**src/rtl/wfd_pkg.sv**
```systemverilog
// Shared types and constants of the WebSocket frame decoder
`default_nettype none

package wfd_pkg;

  localparam int unsigned QueueDepthDefault = 4;

  localparam logic [6:0] LenCode16 = 7'd126;
  localparam logic [6:0] LenCode64 = 7'd127;
  localparam logic [3:0] ExtBytes16 = 4'd2;
  localparam logic [3:0] ExtBytes64 = 4'd8;
  localparam logic [2:0] KeyBytes = 3'd4;

  localparam logic KindHeader = 1'b0;
  localparam logic KindPayload = 1'b1;
  localparam logic StatusOk = 1'b0;
  localparam logic StatusTrunc = 1'b1;

  typedef struct packed {
    logic        kind;
    logic        status;
    logic        fin;
    logic [2:0]  rsv;
    logic [3:0]  opcode;
    logic        masked;
    logic [63:0] frame_len;
    logic [31:0] mask_key;
    logic [7:0]  data;
    logic [1:0]  lane;
    logic        last;
    logic [63:0] byte_total;
  } rec_t;

endpackage

`default_nettype wire

```
**src/rtl/wfd_front.sv**
```systemverilog
// Front parser: header decode, frame state and result records
`default_nettype none

module wfd_front (
  input  wire logic          clk_i,
  input  wire logic          rst_ni,
  input  wire logic          valid_i,
  input  wire logic [7:0]    data_byte_i,
  input  wire logic          buffer_end_i,
  output wfd_pkg::rec_t      rec_o,
  output logic               rec_valid_o
);

  localparam logic [2:0] PhFirst   = 3'd0;
  localparam logic [2:0] PhSecond  = 3'd1;
  localparam logic [2:0] PhExtLen  = 3'd2;
  localparam logic [2:0] PhKey     = 3'd3;
  localparam logic [2:0] PhPayload = 3'd4;

  logic [2:0]  phase_q, phase_d;
  logic [3:0]  len_left_q, len_left_d;
  logic [63:0] length_q, length_d;
  logic [31:0] key_q, key_d;
  logic [2:0]  key_left_q, key_left_d;
  logic [63:0] pidx_q, pidx_d;
  logic [63:0] count_q, count_d;
  logic [8:0]  flags_q, flags_d;

  always_comb begin
    logic [63:0] consumed;
    logic        header_done;
    logic        emit;
    logic        complete;
    logic        kind;
    logic [7:0]  data;
    logic [1:0]  lane;
    logic        status;
    logic        last;

    consumed    = (count_q == '1) ? count_q : count_q + 64'd1;
    header_done = 1'b0;
    emit        = 1'b0;
    complete    = 1'b0;
    kind        = wfd_pkg::KindHeader;
    data        = 8'd0;
    lane        = 2'd0;
    status      = wfd_pkg::StatusOk;
    last        = 1'b0;

    phase_d    = phase_q;
    len_left_d = len_left_q;
    length_d   = length_q;
    key_d      = key_q;
    key_left_d = key_left_q;
    pidx_d     = pidx_q;
    count_d    = consumed;
    flags_d    = flags_q;

    unique case (phase_q)
      PhSecond: begin
        flags_d[0] = flags_q[0] | data_byte_i[7];
        if (data_byte_i[6:0] == wfd_pkg::LenCode16) begin
          len_left_d = wfd_pkg::ExtBytes16;
          phase_d    = PhExtLen;
        end else if (data_byte_i[6:0] == wfd_pkg::LenCode64) begin
          len_left_d = wfd_pkg::ExtBytes64;
          phase_d    = PhExtLen;
        end else begin
          length_d    = {57'd0, data_byte_i[6:0]};
          header_done = 1'b1;
        end
      end
      PhExtLen: begin
        length_d   = {length_q[55:0], data_byte_i};
        len_left_d = len_left_q - 4'd1;
        if (len_left_d == 4'd0) begin
          header_done = 1'b1;
        end
      end
      PhKey: begin
        key_d      = {key_q[23:0], data_byte_i};
        key_left_d = key_left_q - 3'd1;
        if (key_left_d == 3'd0) begin
          phase_d  = PhPayload;
          complete = (length_q == 64'd0);
          emit     = 1'b1;
        end
      end
      PhPayload: begin
        kind     = wfd_pkg::KindPayload;
        data     = data_byte_i;
        lane     = pidx_q[1:0];
        pidx_d   = pidx_q + 64'd1;
        complete = (pidx_d == length_q);
        emit     = 1'b1;
      end
      default: begin
        flags_d  = {data_byte_i[7], data_byte_i[6:4], data_byte_i[3:0], 1'b0};
        length_d = 64'd0;
        key_d    = 32'd0;
        pidx_d   = 64'd0;
        phase_d  = PhSecond;
      end
    endcase

    if (header_done) begin
      if (flags_d[0]) begin
        key_left_d = wfd_pkg::KeyBytes;
        phase_d    = PhKey;
      end else begin
        phase_d  = PhPayload;
        complete = (length_d == 64'd0);
        emit     = 1'b1;
      end
    end

    last = complete;
    if (!complete && buffer_end_i) begin
      status = wfd_pkg::StatusTrunc;
      last   = 1'b1;
      emit   = 1'b1;
    end

    rec_o.kind       = kind;
    rec_o.status     = status;
    rec_o.fin        = flags_d[8];
    rec_o.rsv        = flags_d[7:5];
    rec_o.opcode     = flags_d[4:1];
    rec_o.masked     = flags_d[0];
    rec_o.frame_len  = length_d;
    rec_o.mask_key   = key_d;
    rec_o.data       = data;
    rec_o.lane       = lane;
    rec_o.last       = last;
    rec_o.byte_total = last ? consumed : 64'd0;
    rec_valid_o      = valid_i & emit;

    if (last) begin
      phase_d    = PhFirst;
      len_left_d = 4'd0;
      length_d   = 64'd0;
      key_d      = 32'd0;
      key_left_d = 3'd0;
      pidx_d     = 64'd0;
      count_d    = 64'd0;
      flags_d    = 9'd0;
    end
  end

  always_ff @(posedge clk_i or negedge rst_ni) begin
    if (!rst_ni) begin
      phase_q    <= PhFirst;
      len_left_q <= 4'd0;
      length_q   <= 64'd0;
      key_q      <= 32'd0;
      key_left_q <= 3'd0;
      pidx_q     <= 64'd0;
      count_q    <= 64'd0;
      flags_q    <= 9'd0;
    end else if (valid_i) begin
      phase_q    <= phase_d;
      len_left_q <= len_left_d;
      length_q   <= length_d;
      key_q      <= key_d;
      key_left_q <= key_left_d;
      pidx_q     <= pidx_d;
      count_q    <= count_d;
      flags_q    <= flags_d;
    end
  end

endmodule

`default_nettype wire

```
**src/rtl/wfd_fifo.sv**
```systemverilog
// Record queue between the parser and the output stage
`default_nettype none

module wfd_fifo #(
  parameter int unsigned Depth = wfd_pkg::QueueDepthDefault
) (
  input  wire logic          clk_i,
  input  wire logic          rst_ni,
  input  wire logic          push_i,
  input  wfd_pkg::rec_t      data_i,
  output logic               full_o,
  input  wire logic          pop_i,
  output wfd_pkg::rec_t      data_o,
  output logic               empty_o
);

  localparam int unsigned PtrW = (Depth > 1) ? $clog2(Depth) : 1;
  localparam int unsigned CntW = $clog2(Depth + 1);

  wfd_pkg::rec_t mem_q [Depth];
  logic [PtrW-1:0] wr_ptr_q, rd_ptr_q;
  logic [CntW-1:0] count_q, count_d;
  logic do_push, do_pop;

  assign full_o  = (count_q == CntW'(Depth));
  assign empty_o = (count_q == '0);
  assign do_push = push_i & ~full_o;
  assign do_pop  = pop_i & ~empty_o;
  assign data_o  = mem_q[rd_ptr_q];

  always_comb begin
    unique case ({do_push, do_pop})
      2'b10:   count_d = count_q + CntW'(1);
      2'b01:   count_d = count_q - CntW'(1);
      default: count_d = count_q;
    endcase
  end

  always_ff @(posedge clk_i) begin
    if (do_push) begin
      mem_q[wr_ptr_q] <= data_i;
    end
  end

  always_ff @(posedge clk_i or negedge rst_ni) begin
    if (!rst_ni) begin
      wr_ptr_q <= '0;
      rd_ptr_q <= '0;
      count_q  <= '0;
    end else begin
      if (do_push) begin
        wr_ptr_q <= (wr_ptr_q == PtrW'(Depth - 1)) ? '0 : wr_ptr_q + PtrW'(1);
      end
      if (do_pop) begin
        rd_ptr_q <= (rd_ptr_q == PtrW'(Depth - 1)) ? '0 : rd_ptr_q + PtrW'(1);
      end
      count_q <= count_d;
    end
  end

endmodule

`default_nettype wire

```
**src/rtl/wfd_back.sv**
```systemverilog
// Output stage: unmask payload bytes and hold the result register
`default_nettype none

module wfd_back (
  input  wire logic          clk_i,
  input  wire logic          rst_ni,
  input  wfd_pkg::rec_t      rec_i,
  input  wire logic          rec_empty_i,
  output logic               rec_pop_o,
  output wfd_pkg::rec_t      out_o,
  output logic               out_valid_o,
  input  wire logic          take_i
);

  logic          valid_q;
  wfd_pkg::rec_t out_q, out_d;
  logic [7:0]    key_byte;

  always_comb begin
    unique case (rec_i.lane)
      2'd0:    key_byte = rec_i.mask_key[31:24];
      2'd1:    key_byte = rec_i.mask_key[23:16];
      2'd2:    key_byte = rec_i.mask_key[15:8];
      default: key_byte = rec_i.mask_key[7:0];
    endcase
    out_d      = rec_i;
    out_d.data = rec_i.data ^ ((rec_i.masked && rec_i.kind == wfd_pkg::KindPayload)
                               ? key_byte : 8'd0);
    out_d.lane = 2'd0;
  end

  assign rec_pop_o   = ~rec_empty_i & (~valid_q | take_i);
  assign out_o       = out_q;
  assign out_valid_o = valid_q;

  always_ff @(posedge clk_i) begin
    if (rec_pop_o) begin
      out_q <= out_d;
    end
  end

  always_ff @(posedge clk_i or negedge rst_ni) begin
    if (!rst_ni) begin
      valid_q <= 1'b0;
    end else if (rec_pop_o) begin
      valid_q <= 1'b1;
    end else if (take_i) begin
      valid_q <= 1'b0;
    end
  end

endmodule

`default_nettype wire

```
**src/rtl/websocket_frame_decoder.sv**
```systemverilog
// With the output register free, a result passes through the record queue and is then held in the output register.
// Throughput: one byte per cycle while full is low, set by the parser state update on each accepted byte.
// Header bytes that complete neither the header nor the buffer produce no result.
// The record queue absorbs output stalls; full rises when it holds QueueDepth records.
// Reset clears the parser state, the queue pointers and count, and the output valid flag.
`default_nettype none

module websocket_frame_decoder #(
  parameter int unsigned QueueDepth = wfd_pkg::QueueDepthDefault
) (
  input  wire logic        clk_i,
  input  wire logic        rst_ni,
  input  wire logic        push,
  output logic             full,
  input  wire logic [7:0]  data_byte_i,
  input  wire logic        buffer_end_i,
  output logic             empty,
  input  wire logic        pop,
  output logic             kind_o,
  output logic             status_o,
  output logic             fin_o,
  output logic [2:0]       rsv_o,
  output logic [3:0]       opcode_o,
  output logic             masked_o,
  output logic [63:0]      frame_len_o,
  output logic [31:0]      mask_key_o,
  output logic [7:0]       payload_byte_o,
  output logic             last_o,
  output logic [63:0]      byte_total_o
);

  logic          accept;
  logic          rec_valid;
  wfd_pkg::rec_t front_rec;
  wfd_pkg::rec_t queue_rec;
  wfd_pkg::rec_t out_rec;
  logic          queue_empty;
  logic          queue_pop;
  logic          out_valid;

  assign accept = push & ~full;

  wfd_front u_front (
    .clk_i        (clk_i),
    .rst_ni       (rst_ni),
    .valid_i      (accept),
    .data_byte_i  (data_byte_i),
    .buffer_end_i (buffer_end_i),
    .rec_o        (front_rec),
    .rec_valid_o  (rec_valid)
  );

  wfd_fifo #(
    .Depth (QueueDepth)
  ) u_fifo (
    .clk_i   (clk_i),
    .rst_ni  (rst_ni),
    .push_i  (rec_valid),
    .data_i  (front_rec),
    .full_o  (full),
    .pop_i   (queue_pop),
    .data_o  (queue_rec),
    .empty_o (queue_empty)
  );

  wfd_back u_back (
    .clk_i       (clk_i),
    .rst_ni      (rst_ni),
    .rec_i       (queue_rec),
    .rec_empty_i (queue_empty),
    .rec_pop_o   (queue_pop),
    .out_o       (out_rec),
    .out_valid_o (out_valid),
    .take_i      (pop)
  );

  assign empty          = ~out_valid;
  assign kind_o         = out_rec.kind;
  assign status_o       = out_rec.status;
  assign fin_o          = out_rec.fin;
  assign rsv_o          = out_rec.rsv;
  assign opcode_o       = out_rec.opcode;
  assign masked_o       = out_rec.masked;
  assign frame_len_o    = out_rec.frame_len;
  assign mask_key_o     = out_rec.mask_key;
  assign payload_byte_o = out_rec.data;
  assign last_o         = out_rec.last;
  assign byte_total_o   = out_rec.byte_total;

endmodule

`default_nettype wire

```
**config.mk**
```make
export PLATFORM = sky130hd
export DESIGN_NAME = websocket_frame_decoder
export DESIGN_NICKNAME = d
export VERILOG_FILES = /design/src/rtl/wfd_pkg.sv /design/src/rtl/wfd_front.sv /design/src/rtl/wfd_fifo.sv /design/src/rtl/wfd_back.sv /design/src/rtl/websocket_frame_decoder.sv
export SDC_FILE = /design/constraint.sdc
export NUM_CORES = 1
export LEC_CHECK = 0
export CAP_MARGIN = 20
export CORE_MARGIN = 2
export CORE_UTILIZATION = 45
export CTS_CLUSTER_DIAMETER = 30
export DETAILED_ROUTE_END_ITERATION = 8
export DONT_BUFFER_PORTS = 1
export GPL_TIMING_DRIVEN = 0
export PLACE_DENSITY = 0.63
export SYNTH_ARGS = -nofsm -noshare
export SYNTH_HDL_FRONTEND = slang
export SYNTH_SLANG_ARGS = --single-unit
```
**constraint.sdc**
```tcl
create_clock -name clk_i -period 15.24 [get_ports clk_i]
set_input_delay 3.048 -clock clk_i [delete_from_list [all_inputs] [get_ports clk_i]]
set_output_delay 3.048 -clock clk_i [all_outputs]
set_load 0.01 [all_outputs]
```
# Word-level counts from Yosys, hierarchy flattened
# Memories as Yosys holds them, arrays and structs flattened.
# Cells that the tools add are included.
[word_totals] inputBits=13 ram_bits=728 ff_bits=431 memories=1 output_inout_bits=182
[op_classes] n_reduce_logical=21 eq_ne=20 add_sub_neg=8 bitwise=11 muxes=56
[memory_table] name="u_fifo.mem_q" depth=4 word_bits=182 read_ports=1 rd_ports_with_merged_regs=0 wr=1 line="wfd_fifo.sv:20" text="wfd_pkg::rec_t mem_q [Depth];"
[ops] cell="$mux 64" count=7
[ops] cell="$pmux 64 s3" count=1
[ops] cell="$add 64x1->64 const B" count=2
[ops] cell="$logic_not 64->1" count=2
[ops] cell="$pmux 64 s2" count=1
[ops] cell="$eq 64x64->1" count=1
[ops] cell="$eq 64x64->1 const B" count=1
[ops] cell="$pmux 32 s2" count=1
[ops] cell="$mux 32" count=1
[ops] cell="$mux 3" count=10
[ops] cell="$mux 8" count=3
[ops] cell="$pmux 8 s3" count=1
[ops] cell="$mux 1" count=17
[ops] cell="$eq 7x7->1 const B" count=2
[ops] cell="$mux 4" count=3
[ops] cell="$mux 9" count=1
[ops] cell="$pmux 3 s3" count=1
[ops] cell="$reduce_or 3->1" count=3
[ops] cell="$eq 2x2->1 const B" count=4
[ops] cell="$ne 4x1->1 const B" count=2
[ops] cell="$pmux 1 s2" count=4
[ops] cell="$pmux 4 s2" count=1
[ops] cell="$xor 8x8->8" count=1
[ops] cell="$eq 3x2->1 const B" count=2
[ops] cell="other kinds (27)" count=44

# Longest topological paths before layout
# Gate-level depths: netlist of the first run.
[depth] ltp_word=14 depth_mapped=23

# By module
# From an unflattened synthesis of the first run, not the netlist that was laid out.
[hier_totals] hier_cells=3593 area_unflattened_um2=51977.4
[by_module_without_submodules] mod="wfd_fifo" seq_area_each_um2=22036.1 area_per_inst_um2=26768.2 instances=1 cells_each=991
[by_module_without_submodules] mod="wfd_front" seq_area_each_um2=6080.8 area_per_inst_um2=19383.6 instances=1 cells_each=2376
[by_module_without_submodules] mod="wfd_back" seq_area_each_um2=5430.2 area_per_inst_um2=5808.1 instances=1 cells_each=224
[by_module_without_submodules] mod="websocket_frame_decoder" seq_area_each_um2=0.0 area_per_inst_um2=17.5 instances=1 cells_each=2

# Worst setup path after synthesis of the first run
# OpenSTA, ideal clock, no wires.
[synth_path] path_type="input -> register" start="in pop" end="reg u_fifo.count_q[2]" arrival_ns=13.853 required_time_ns=15.161 setup_time_ns=0.079 slack_ns=1.308 cell_stages=8 path_cell_list="inv_1 a21oi_1 ha_1 inv_1 fa_1 xor2_1 nor2_1 xor2_1"
[synth_via] elab_chain_len=5 word_cells_on_any_way=7 cone_classes="2 x eq/ne; 1 x mux; 3 x bitwise; 1 x reduce/logical"
[synth_lines] item="start, declared" line="websocket_frame_decoder.sv:18" text="input wire logic pop,"
[synth_lines] item="$or 1x1->1 *" line="wfd_back.sv:32" text="assign rec_pop_o = ~rec_empty_i & (~valid_q | take_i);"
[synth_lines] item="$and 1x1->1 *" line="wfd_back.sv:32"
[synth_lines] item="via queue_pop" line="websocket_frame_decoder.sv:38" text="logic queue_pop;"
[synth_lines] item="$and 1x1->1 *" line="wfd_fifo.sv:28" text="assign do_pop = pop_i & ~empty_o;"
[synth_lines] item="$eq 2x1->1 or $eq 2x2->1 (tied branches)" line="wfd_fifo.sv:32" text="unique case ({do_push, do_pop})"
[synth_lines] item="$pmux 3 s2 or $reduce_bool 2->1 (tied branches)"
[synth_lines] item="end signal, assigned" line="wfd_fifo.sv:57" text="count_q <= count_d;"
[synth_lines] item="end, declared" line="wfd_fifo.sv:22" text="logic [CntW-1:0] count_q, count_d;"
# The timed path passes the listed nets; every way through them passes the cells marked *.
# A chain may end at the register's enable or synchronous reset.

==> metrics, run 1 <==
Avg Cell Area, Syn=14.1 um^2; Main synth FF type=edfxtp_1; Async SR Flop Fraction=21.7%; Post-Syn Instances=3636; drt drc=0; die height=341 um; WS Path Type=input pin to flop; Hold/Removal Path Class=flop to flop; detailed router's first-iteration violation count=3945; P_int=8.59 mW; insertion delay to the later sink of the worst-skew pair=0.85 ns; Rel. slew slack=17.7%; RSZ-0062 raised after global routing=false; max-slew violations=0; GPL Wtd Cong=0.979; Seq/Total Area, Yosys=65.6%; Achievable Freq=115 MHz; largest net degree at the start of global routing=252; commonest non-fill, non-tap cell in the layout=edfxtp_1; grt ovf=0; worst-path fanout max=54; Post-Syn Nets=3662; io pins=195; Mapped Area=51200 um^2; Gate power share=22.0%; post-cts sizing count=0; Power, Total=12.5 mW; hold buffers post-CTS=0; pwr/cell area=202 nW/um^2; nets=3928; status=finished clean; placed instance area=53600 um^2; clock power share=41.3%; Overall Global Routing Usage=26.2%; # setup viols final=0; full die area=116000 um^2; Static Leak=22.1 nW; cts bufs inserted=234; root buffer cell=clkbuf_16; WP data arrival=9.15 ns; post-synthesis cell type count=85; WL final=153000 um; P&R area growth vs syn=21.0%; Routed Antenna Nets=0; initial core utilization=45.4%; synthesis warning total=0; Reg2Reg Depth=17; drt wl/cell=27.2 um; most frequent cells in the layout=908 x edfxtp_1, 396 x nand2_1, 251 x dfrtp_1; vias in the first global route=32700; TritonCTS clock tree=built; Max Cap Viol=0; Psw=3.94 mW; number of synthesized flops with an enable pin=908; min Tclk post-route=8.68 ns; Die Span X=341 um; Clock Skew=0.0923 ns; Worst EP required=15.71 ns; Post-CTS Setup Inserts=0; Slew @ Worst Pin=1.22 ns; final hold vios=0; # port buffers=0; first drt pass iteration count=5; detailed-route vias per instance=5.97; initial antenna violation count=5; H-Tree Depth=4; critical path launch point type=input pin; Vias=33500; core area=113000 um^2; Final Instance Area=61900 um^2; post-DP HPWL=105000 um; Net Sw Frac=31.5%; clk slew on worst S/H paths=0.05 ns; Longest Clk Path Bufs=3; Reg power frac=36.7%; post-synthesis register bit count=1159; first-pass GRT wire length=224000 um; std cell rows=123; share of layout cells above drive strength 1=19.0%; Max VDD drop=128 uV; endpoint class of the critical path=flop; Hold Crit Depth=2; fin crit share=56.9%; Clock Sink Count=1159
-- metrics by stage --
stage | utilization, % | hold WS [ns] | setup WS (ns) | setup TNS, ns | cells
2_1_floorplan | - | 0.444 | 1.31 | 0 | 3636
3_3_place_gp | 47.1 | 0.457 | -3.37 | -637.37 | 5136
3_5_place_dp | 47.5 | 0.469 | 6.00 | 0 | 5161
4_1_cts | 54.9 | 0.481 | 6.86 | 0 | 5608
5_1_grt | 55.0 | 0.510 | 6.46 | 0 | 5614
6_report | 55.0 | 0.480 | 6.56 | 0 | 5614
-- sequential cells by signal, summed over array words and instances (netlist names), 4 cells and up --
register	flops
u_front.count_q	64
u_front.key_q	32
u_front.pidx_q	64
u_fifo.mem_q	728
u_front.length_q	64
u_front.flags_q	9
u_back.out_o	180
u_front.len_left_q	4
-- cells in the mapped netlist, drive strengths merged, types with 8 or more instances --
cell / count / area (um^2)
inv: 58 / 218
ha: 12 / 150
a21o: 45 / 338
a21oi: 72 / 360
o211ai: 15 / 113
clkbuf: 173 / 652
o2bb2ai: 23 / 201
nand4: 68 / 472
a32oi: 8 / 70.1
edfxtp: 908 / 27300
mux2i: 58 / 581
or3: 20 / 125
nand3: 75 / 380
dfrtp: 251 / 6280
mux2: 35 / 394
a32o: 9 / 90.1
a22o: 80 / 701
o31ai: 50 / 375
nor3: 71 / 387
nand2b: 19 / 119
nor2: 185 / 704
and4: 16 / 140
buf: 103 / 532
xor2: 44 / 385
a22oi: 12 / 90.1
and2: 35 / 219
mux4: 182 / 4100
o22ai: 16 / 100
or4: 18 / 139
nor2b: 17 / 106
and3: 32 / 200
a31oi: 15 / 93.8
a41oi: 9 / 86.3
nand2: 398 / 1500
o21ai: 238 / 1190
xnor2: 130 / 1140
nor4: 62 / 473
-- worst max-delay path, stage by stage --
cell and delay, ns:
clkbuf_1 0.66, and4_1 0.47, nand3_1 0.27, clkbuf_1 0.37
o21ai_0 1.05, nor4_1 0.19, nand4_1 0.16, nor4_1 0.08
a41o_1 0.25, nor2_1 0.10, nand2_1 0.19, a41oi_2 0.65
and2_4 0.82, buf_16 0.33, buf_12 0.29
-- kinds of logic after synthesis --
group,after synthesis,share of synthesized area [%]
multiplexers,275,9.92
adder cells (fa/ha/maj),13,0.333
buffers and inverters,334,2.74
AO/OA/AOI/OAI,634,8.21
AND/OR/NAND/NOR,1047,10.2
flip-flops,1159,65.6
XOR/XNOR,174,2.98
-- final cells by class --
cell class,count,area (um^2)
Antenna cell,1,2.50
Buffer,276,1190
Clock buffer,271,6180
Clock inverter,176,2120
Fill cell,9072,50700
Inverter,58,218
Multi-Input combinational cell,2143,16200
Sequential cell,1159,33500
Tap cell,1500,1880
Timing Repair Buffer,30,568
-- routing by layer --
layer  part of all wire, %  up-vias  routed length (um)  GRT usage, %
li1                      -    14600                   -             -
met1                    43    17100               65600          37.0
met2                    46     1550               70400          39.9
met3                   8.0      265               12300          6.03
met4                   3.1        2                4670          9.32
met5                0.0085        -                  13             0
-- power groups by stage --
stage          Combinational, mW  Sequential [mW]  Clock, mW
4_1_cts                     2.75             4.61       5.24
3_5_place_dp                2.73             4.66          0
2_1_floorplan               1.69             4.70          0
5_1_grt                     2.92             4.66       5.40
6_report                    2.76             4.60       5.18
3_3_place_gp                2.63             4.87          0
-- path summary, 6_finish.rpt --
check	startpoint	end	slack (ns)
setup / recovery	data_byte_i[5]	u_fifo.mem_q[3][106]$_DFFE_PP_	6.56
hold / removal	u_front.key_q[25]$_DFFE_PN0P_	u_front.key_q[25]$_DFFE_PN0P_	0.48
setup reg to reg	u_front.phase_q[2]$_DFFE_PN0P_	u_fifo.mem_q[0][58]$_DFFE_PP_	8.36
hold reg to reg	u_front.key_q[25]$_DFFE_PN0P_	u_front.key_q[25]$_DFFE_PN0P_	0.48
max in group asynchronous	rst_ni	u_fifo.rd_ptr_q[0]$_DFFE_PN0P_	12.67
min in group asynchronous	rst_ni	u_fifo.wr_ptr_q[0]$_DFFE_PN0P_	2.02
Power figures use the tool's default switching activity.
==> inputs of run 2 (changes only) <==
==> constraint.sdc (replaced) <==
create_clock -name clk_i -period 8.13 [get_ports clk_i]
set_input_delay 1.626 -clock clk_i [delete_from_list [all_inputs] [get_ports clk_i]]
set_output_delay 1.626 -clock clk_i [all_outputs]
set_load 0.01 [all_outputs]
==> run 2 against run 1 <==
- via count is 0.17% higher
- combinational power up 86%
- setup slack got worse by 5.4 ns
- sequential share of layout area grew 0.069 points
- global-route usage decreased by 0.33 points
- register-to-register slack worse by 7.2 ns
- non-clock buffer count down 2
- worst hold slack lost 0.0048 ns
- cell count about the same
- utilization decreased by 0.070 points
- critical endpoint is now u_fifo.mem_q[2][58]$_DFFE_PP_
==> metrics, run 2 (same netlist as run 1, synthesis figures left out) <==
status=finished clean; initial core utilization=45.4%; Biggest register=u_fifo.mem_q; fin crit share=85.2%; Longest Clk Path Bufs=3; Max VDD drop=209 uV; most frequent cells in the layout=908 x edfxtp_1, 396 x nand2_1, 251 x dfrtp_1; worst-path fanout max=10; fillers=9021; Hold/Removal Path Class=flop to flop; Reg power frac=36.7%; min Tclk post-route=6.92 ns; Final TNS setup=0 ns; insertion delay to the later sink of the worst-skew pair=0.82 ns; Final Instance Area=61800 um^2; post-cts sizing count=0; Net Sw Frac=31.1%; worst hold slack=0.475 ns; share of layout cells above drive strength 1=18.7%; std cell rows=123; detailed-route vias per instance=5.98; Overall Global Routing Usage=25.8%; hold buffers post-CTS=0; Die Span X=341 um; Routed Antenna Nets=0; nets=3926; post-DP HPWL=104000 um; WS Path Type=flop to flop; final hold vios=0; cts bufs inserted=234; grt ovf=0; Largest register FFs=728; Achievable Freq=144 MHz; WP data arrival=7.44 ns; # port buffers=0; clk slew on worst S/H paths=0.05 ns; detailed router's first-iteration violation count=3813; full die area=116000 um^2; Rel. slew slack=17.3%; Post-CTS Setup Inserts=0; WL final=151000 um; PnR worst setup slack=1.21 ns; clock power share=41.5%; core area=113000 um^2; RSZ-0062 raised after global routing=false; commonest non-fill, non-tap cell in the layout=edfxtp_1; Worst EP required=8.64 ns; Clock Skew=0.0456 ns; Slew @ Worst Pin=1.23 ns; P&R area growth vs syn=20.9%; TritonCTS clock tree=built; pre-CTS WS=0.477 ns; pwr/cell area=380 nW/um^2; Max Cap Viol=0; Psw=7.31 mW; P_int=16.2 mW; largest net degree at the start of global routing=252; # setup viols final=0; drt wl/cell=27.0 um; Gate power share=21.9%; drt drc=0; first drt pass iteration count=7; die height=341 um; placed instance area=53600 um^2; max-slew violations=0; critical path launch point type=flop; vias in the first global route=32500; initial antenna violation count=4; Clock Sink Count=1159; Vias=33600; GPL Wtd Cong=0.975; endpoint class of the critical path=flop; first-pass GRT wire length=221000 um; utilization after layout=54.9%; io pins=195; Static Leak=22.1 nW; root buffer cell=clkbuf_16; H-Tree Depth=4
## run 2: changes by cell type in the layout (fill, tap and decap cells not counted), moves of 5 or more
cell / before / now
clkinv_16: 11 / 3
clkinv_4: 29 / 21
clkinvlp_4: 37 / 26
clkinv_1: 10 / 18
bufinv_16: 25 / 30
clkinv_8: 0 / 11
clkbuf_8: 16 / 8
## run 2: power by group through the flow
| stage | Combinational [mW] | Sequential (mW) | Clock (mW) |
|---|---|---|---|
| after detailed placement | 5.12 | 8.73 | 0 |
| after global routing | 5.44 | 8.71 | 10.2 |
| after CTS | 5.15 | 8.64 | 9.85 |
| after floorplan | 3.18 | 8.69 | 0 |
| final | 5.14 | 8.62 | 9.74 |
| after global placement | 4.93 | 8.92 | 0 |
## run 2: cell type report
type                            instances  area, um^2  share of cell area [%]
Sequential cell                      1159       33500                    54.3
Buffer                                276        1190                    1.92
Inverter                               58         218                   0.352
Antenna cell                            4        10.0                  0.0162
Multi-Input combinational cell       2143       16200                    26.2
Timing Repair Buffer                   28         527                   0.852
Clock buffer                          264        6110                    9.88
Clock inverter                        179        2130                    3.45
Tap cell                             1500        1880                    3.04
## run 2: routing by layer
metal	GRT usage [%]	vias to the layer above	share of wire (%)
met3	6.05	270	8.3
met1	36.1	17200	42
met2	40.1	1529	47
met5	0	-	0.0059
met4	8.73	2	2.9
li1	-	14600	-
## run 2: final timing paths
kind	from	to	slack, ns	depth (start not counted)
worst max-delay path	u_front.phase_q[2]$_DFFE_PN0P_	u_fifo.mem_q[2][58]$_DFFE_PP_	1.21	17
worst min-delay path	u_front.flags_q[2]$_DFFE_PN0P_	u_front.flags_q[2]$_DFFE_PN0P_	0.48	2
worst max register to register	u_front.phase_q[2]$_DFFE_PN0P_	u_fifo.mem_q[2][58]$_DFFE_PP_	1.21	17
worst min register to register	u_front.flags_q[2]$_DFFE_PN0P_	u_front.flags_q[2]$_DFFE_PN0P_	0.48	2
max in group asynchronous	rst_ni	u_front.flags_q[4]$_DFFE_PN0P_	6.90	0
min in group asynchronous	rst_ni	u_back.out_valid_o$_DFFE_PN0P_	0.57	0
## run 2: critical path, cell delays in order (launching register included)
cell and delay (ns):
dfrtp_1 0.31, clkbuf_1 0.33, nand2b_1 0.16, clkbuf_1 0.41, buf_2 0.36, clkbuf_1 0.49, clkbuf_1 0.57, o21ai_0 0.19
a31oi_1 0.76, nand4_1 0.20, nor4_1 0.36, a41o_1 0.33, nand2b_1 0.39, nor2_2 0.10, clkbuf_1 0.43, buf_2 0.40
buf_2 0.26, a21oi_1 0.55
## run 2: stage by stage
step | std cells | power [mW]
after floorplan | 3636 | 11.9
after global placement | 5136 | 13.8
after detailed placement | 5163 | 13.8
after CTS | 5606 | 23.6
after global routing | 5608 | 24.3
final | 5611 | 23.5
